### src/rtl/exception_index_table_search_macros.svh
// Assertion helpers shared by the search block.
`ifndef EXCEPTION_INDEX_TABLE_SEARCH_MACROS_SVH
`define EXCEPTION_INDEX_TABLE_SEARCH_MACROS_SVH

// Same-cycle implication, checked outside reset.
`define EITS_ASSERT_IMP(label, clk, rst_n, ante, cons, msg) \
    label: assert property (@(posedge clk) disable iff (!rst_n) (ante) |-> (cons)) \
        else $error(msg);

// Next-cycle implication, checked outside reset.
`define EITS_ASSERT_NXT(label, clk, rst_n, ante, cons, msg) \
    label: assert property (@(posedge clk) disable iff (!rst_n) (ante) |=> (cons)) \
        else $error(msg);

`endif

### src/rtl/eits_pkg.sv
`default_nettype none

package eits_pkg;

    // request kinds
    localparam logic KIND_LOAD   = 1'b0;
    localparam logic KIND_LOOKUP = 1'b1;

    // configuration register indexes
    localparam int CFG_INDEX_W = 1;
    localparam logic [CFG_INDEX_W-1:0] CFG_TABLE_BASE  = 1'b0;
    localparam logic [CFG_INDEX_W-1:0] CFG_ENTRY_COUNT = 1'b1;

    typedef struct packed {
        logic        kind;
        logic [9:0]  entry_index;
        logic [31:0] entry_word;
        logic [31:0] code_address;
    } in_req_t;

    typedef struct packed {
        logic        found;
        logic [9:0]  match_index;
        logic [31:0] match_address;
    } out_res_t;

    typedef enum logic [2:0] {
        S_IDLE,
        S_PROBE,
        S_RD0,
        S_RD1,
        S_DONE
    } state_t;

    // controller -> datapath
    typedef struct packed {
        logic wr;
        logic init;
        logic probe;
        logic fetch_next;
        logic move_left;
        logic move_right;
        logic record_hit;
        logic record_miss;
        logic out_load;
    } cmd_t;

    // datapath -> controller
    typedef struct packed {
        logic empty;
        logic below;
        logic at_left;
        logic in_range;
        logic out_free;
    } status_t;

endpackage

`default_nettype wire

### src/rtl/eits_ctrl.sv
`default_nettype none

`include "exception_index_table_search_macros.svh"

module eits_ctrl (
    input  wire logic            clk,
    input  wire logic            rst_n,
    input  wire logic            in_valid,
    input  wire logic            in_kind,
    output logic                 in_stall,
    input  wire eits_pkg::status_t status,
    output eits_pkg::cmd_t       cmd
);

    eits_pkg::state_t state_reg;
    eits_pkg::state_t state_next;
    logic             accept;

    assign in_stall = (state_reg != eits_pkg::S_IDLE);
    assign accept   = in_valid && !in_stall;

    always_ff @(posedge clk or negedge rst_n)
    begin
        if (!rst_n)
        begin
            state_reg <= eits_pkg::S_IDLE;
        end
        else
        begin
            state_reg <= state_next;
        end
    end

    always_comb
    begin
        state_next = state_reg;
        cmd        = '0;
        unique case (state_reg)
            eits_pkg::S_IDLE:
            begin
                if (accept)
                begin
                    if (in_kind == eits_pkg::KIND_LOAD)
                    begin
                        cmd.wr = 1'b1;
                    end
                    else
                    begin
                        cmd.init   = 1'b1;
                        state_next = eits_pkg::S_PROBE;
                    end
                end
            end
            eits_pkg::S_PROBE:
            begin
                if (status.empty)
                begin
                    cmd.record_miss = 1'b1;
                    state_next      = eits_pkg::S_DONE;
                end
                else
                begin
                    cmd.probe  = 1'b1;
                    state_next = eits_pkg::S_RD0;
                end
            end
            eits_pkg::S_RD0:
            begin
                cmd.fetch_next = 1'b1;
                state_next     = eits_pkg::S_RD1;
            end
            eits_pkg::S_RD1:
            begin
                if (status.below)
                begin
                    if (status.at_left)
                    begin
                        cmd.record_miss = 1'b1;
                        state_next      = eits_pkg::S_DONE;
                    end
                    else
                    begin
                        cmd.move_right = 1'b1;
                        state_next     = eits_pkg::S_PROBE;
                    end
                end
                else if (status.in_range)
                begin
                    cmd.record_hit = 1'b1;
                    state_next     = eits_pkg::S_DONE;
                end
                else
                begin
                    cmd.move_left = 1'b1;
                    state_next    = eits_pkg::S_PROBE;
                end
            end
            eits_pkg::S_DONE:
            begin
                if (status.out_free)
                begin
                    cmd.out_load = 1'b1;
                    state_next   = eits_pkg::S_IDLE;
                end
            end
            default:
            begin
                state_next = eits_pkg::S_IDLE;
            end
        endcase
    end

    `EITS_ASSERT_NXT(a_lookup_starts_search, clk, rst_n,
        accept && (in_kind == eits_pkg::KIND_LOOKUP), state_reg == eits_pkg::S_PROBE,
        "lookup request did not start a search")

    `EITS_ASSERT_NXT(a_done_releases, clk, rst_n,
        (state_reg == eits_pkg::S_DONE) && status.out_free, state_reg == eits_pkg::S_IDLE,
        "finished lookup did not return to idle")

endmodule

`default_nettype wire

### config.mk
export PLATFORM = sky130hd
export DESIGN_NAME = eits_ctrl
export DESIGN_NICKNAME = d
export VERILOG_FILES = /design/src/rtl/eits_pkg.sv /design/src/rtl/eits_ctrl.sv
export VERILOG_INCLUDE_DIRS = /design/src /design/src/rtl
export SDC_FILE = /design/constraint.sdc
export NUM_CORES = 1
export LEC_CHECK = 0
export BUFFER_PORTS_ARGS = -buffer_cell sky130_fd_sc_hd__clkbuf_2
export CORE_AREA = 2 2 39 41
export CTS_BUF_LIST = sky130_fd_sc_hd__clkbuf_8
export DETAILED_ROUTE_END_ITERATION = 6
export DIE_AREA = 0 0 41 43
export PLACE_DENSITY = 0.51
export SLEW_MARGIN = 10
export SYNTH_ARGS = -nofsm -noshare
export SYNTH_HDL_FRONTEND = slang
export SYNTH_SLANG_ARGS = --single-unit
### constraint.sdc
create_clock -name clk -period 1.3 [get_ports clk]
set_clock_uncertainty 0.05 [all_clocks]
set_input_delay 0.065 -clock clk [delete_from_list [all_inputs] [get_ports clk]]
set_output_delay 0.065 -clock clk [all_outputs]
set_load 0.01 [all_outputs]
==> summary.txt <==
STA
  – Final WS setup: -0.1432 ns
  – Fin crit share: 1.110
  – Fmax achieved: between 600 and 700 MHz
  – RSZ-0062 raised after global routing: true
  – Slew Viols, Final: 0
  – Setup TNS: -0.6731 ns
  – Final Setup Violations: 7
  – Slew HR: 0.8297
  – Worst slew pin tran: 0.2519 ns
  – Final Critical Period: 1.443 ns
  – Hold Vio Cnt, Final: 0

Worst setup path
  – Startpoint types: flip-flop
  – Worst path buffer plus inverter count: 1
  – Worst Path Required: between 1 and 1.5 ns
  – Kind of end point of the critical path: primary output
  – Worst r2r src: state_reg[0]
  – Worst flop-to-flop path endpoint: state_reg[2]
  – Depth of the worst register-to-register path: 3
  – Slowest CP cell: dfrtp_2
  – Reg2Reg Setup Slack: roughly 0.080 ns
  – Slowest stage delay, CP: 0.45 ns
  – Critical-path cell list: or3_4 > nor3b_2 > buf_2
  – Crit path DAT: around 1.3 ns
  – Cell family with most CP delay: simple AND/OR/NAND/NOR gates
  – Crit path max fanout: 6
  – Crit Path Category: reg2out

Power
  – Maximum vdd drop: 0.0008290 V
  – Static leakage: approximately 0.26 nW
  – PwrDens: roughly 2100 mW/mm2
  – Overall power: 1.032 mW

Synthesis
  – Post-Syn Area: ~270 um2
  – YS warnings: 0
  – Syn Nets: 39
  – Number of synthesized register bits: 3
  – Synth unique cells: 22
  – Synthesized area per cell: 9.134 um2
  – Mapped Cells: 30
  – Seq/Total Area, Yosys: 0.2740

Finish
  – Max FFs per register: 3
  – Fillers: approximately 150
  – P&R area growth vs syn: 82.19%
  – Filler-free cell count of the finished design: 74
  – Nets: 68
  – # diodes: 0
  – Most frequent cells in the layout: clkbuf_2, buf_2, buf_4, clkbuf_8
  – Ratio of cells with drive above 1 in the final layout: 0.6379
  – Commonest non-fill, non-tap cell in the layout: clkbuf_2

Die
  – Die area: 0.001763 mm2
  – # rows: 14
  – Die X: a little over 40 um
  – Core area: roughly 0.0014 mm2
  – Die Y: between 40 and 50 um
  – Initial Util: 0.1980
  – I/O Pins: 19

Status
  – Status: complete, but fails checks
  – Failing checks: setup timing

Clocking
  – CTS buffer count: 3
  – Root Buffer: clkbuf_8
  – Reg clk slew, reported paths: roughly 0.03 ns
  – CTS Buffer Depth: 2
  – CTS tree: yes
  – Clk_lat worst skew: 0.22 ns
  – CTS sink cnt: 3
  – H-tree depth: 1

Detailed routing
  – Number of remaining DRC errors: 0
  – Drt first pass iters: 4
  – Total wire length: 748 um
  – Final ANT Viol Nets: 0
  – Wire per inst: slightly above 10 um
  – DR iter-0 viols: 4
  – Vias per Instance: 4.473
  – Routed vias: about 330

Placed design
  – DPL Wire Length: ~550 um
  – Buffers added on ports: 18
  – Pre-CTS WS: 0.04297 ns
  – RD Place Congestion: around 0.66
  – Cells after DPL: 67

Min path
  – Worst hold start: status[4]
  – Worst hold endpoint: state_reg[1]
  – Hold Path Depth: 2
  – Hold crit path type: in2reg

GRT
  – Antenna violations before repair: 0
  – Gr ovfl total: 0
  – Largest net degree at the start of global routing: 7
  – GRT Overall Usage: 0.1075
  – Vias in the first global route: between 200 and 300
  – First-pass GRT wire length: around 1.2 mm

Job
  – Max cap viols: 0
==> synthesized netlist by cell type <==
library cell | instances | area, um2
o221ai_1 | 1 | 8.760
or3_4 | 1 | 11.26
nand2b_1 | 3 | 18.77
buf_4 | 1 | 7.510
o31ai_1 | 1 | 7.510
and3b_2 | 1 | 10.01
or3b_1 | 1 | 8.760
nor2_1 | 1 | 3.750
dfrtp_1 | 3 | 75.07
nor3_1 | 3 | 15.01
nor3b_1 | 2 | 15.01
inv_1 | 1 | 3.750
nand2_1 | 2 | 7.510
and4bb_2 | 1 | 12.51
nand3_1 | 1 | 5.000
nor4b_1 | 1 | 8.760
nand3b_1 | 1 | 7.510
a211o_1 | 1 | 8.760
nor3b_2 | 1 | 12.51
a21oi_1 | 1 | 5.000
mux2_4 | 1 | 15.01
or2_2 | 1 | 6.260
==> per-layer routing <==
metal | routed length (um) | share of wire | track usage
met1 | 339 | 0.45 | 0.1323
met2 | 301 | 0.40 | 0.1313
met3 | 78 | 0.10 | 0.03141
met4 | 27 | 0.036 | 0.1200
met5 | 0 | 0 | 0
==> kinds of logic after synthesis <==
family	synth area share
buf+inv	0.04109
mux	0.05478
simple gates	0.5205
compound gates	0.1096
flops	0.2740
==> power by group <==
group	internal, mW	switching (mW)	total, mW	leakage, nW
registers	0.138	0.0571	0.195	0.0377
logic	0.330	0.237	0.566	0.197
clock network	0.202	0.0686	0.270	0.0269
total	0.669	0.363	1.03	0.262
==> worst max-delay path by stage <==
stage,from,depth (start not counted),slack [ns],to
after detailed placement,state_reg[2],3,0.04,cmd[8]
after floorplan,state_reg[2],2,0.09,cmd[8]
final,state_reg[0],3,-0.14,cmd[8]
after global routing,state_reg[0],3,-0.22,cmd[8]
after CTS,state_reg[2],4,-0.14,cmd[2]
after global placement,state_reg[2],3,0.06,cmd[8]
==> area by class of cell <==
| cell class | count | area [um2] | area share |
|---|---|---|---|
| Multi-Input combinational cell | 25 | 205.2 | 0.4110 |
| Timing Repair Buffer | 25 | 148.9 | 0.2982 |
| Sequential cell | 3 | 76.32 | 0.1529 |
| Clock buffer | 3 | 41.29 | 0.08271 |
| Tap cell | 16 | 20.02 | 0.04010 |
| Clock inverter | 1 | 3.754 | 0.007519 |
| Inverter | 1 | 3.754 | 0.007519 |
==> metrics by stage <==
stage	hold WS, ns	instance area [um2]	utilization
6_report	0.05331	499.2	0.3608
5_1_grt	0.05991	499.2	0.3608
4_1_cts	0.04255	469.2	0.3391
3_5_place_dp	-0.1870	406.6	0.2939
3_3_place_gp	-0.1849	406.6	0.2939
2_1_floorplan	-0.2806	274.0	-
==> repair_timing <==
item,in CTS,in global routing
gates resized for setup,0,11
gates cloned,0,0
hold endpoints to repair,3,0
setup buffers,1,1
endpoints found under the setup margin,9,9
hold buffers,1,0
pin swaps,2,3
No activity file was read; power rests on OpenSTA's default activity.
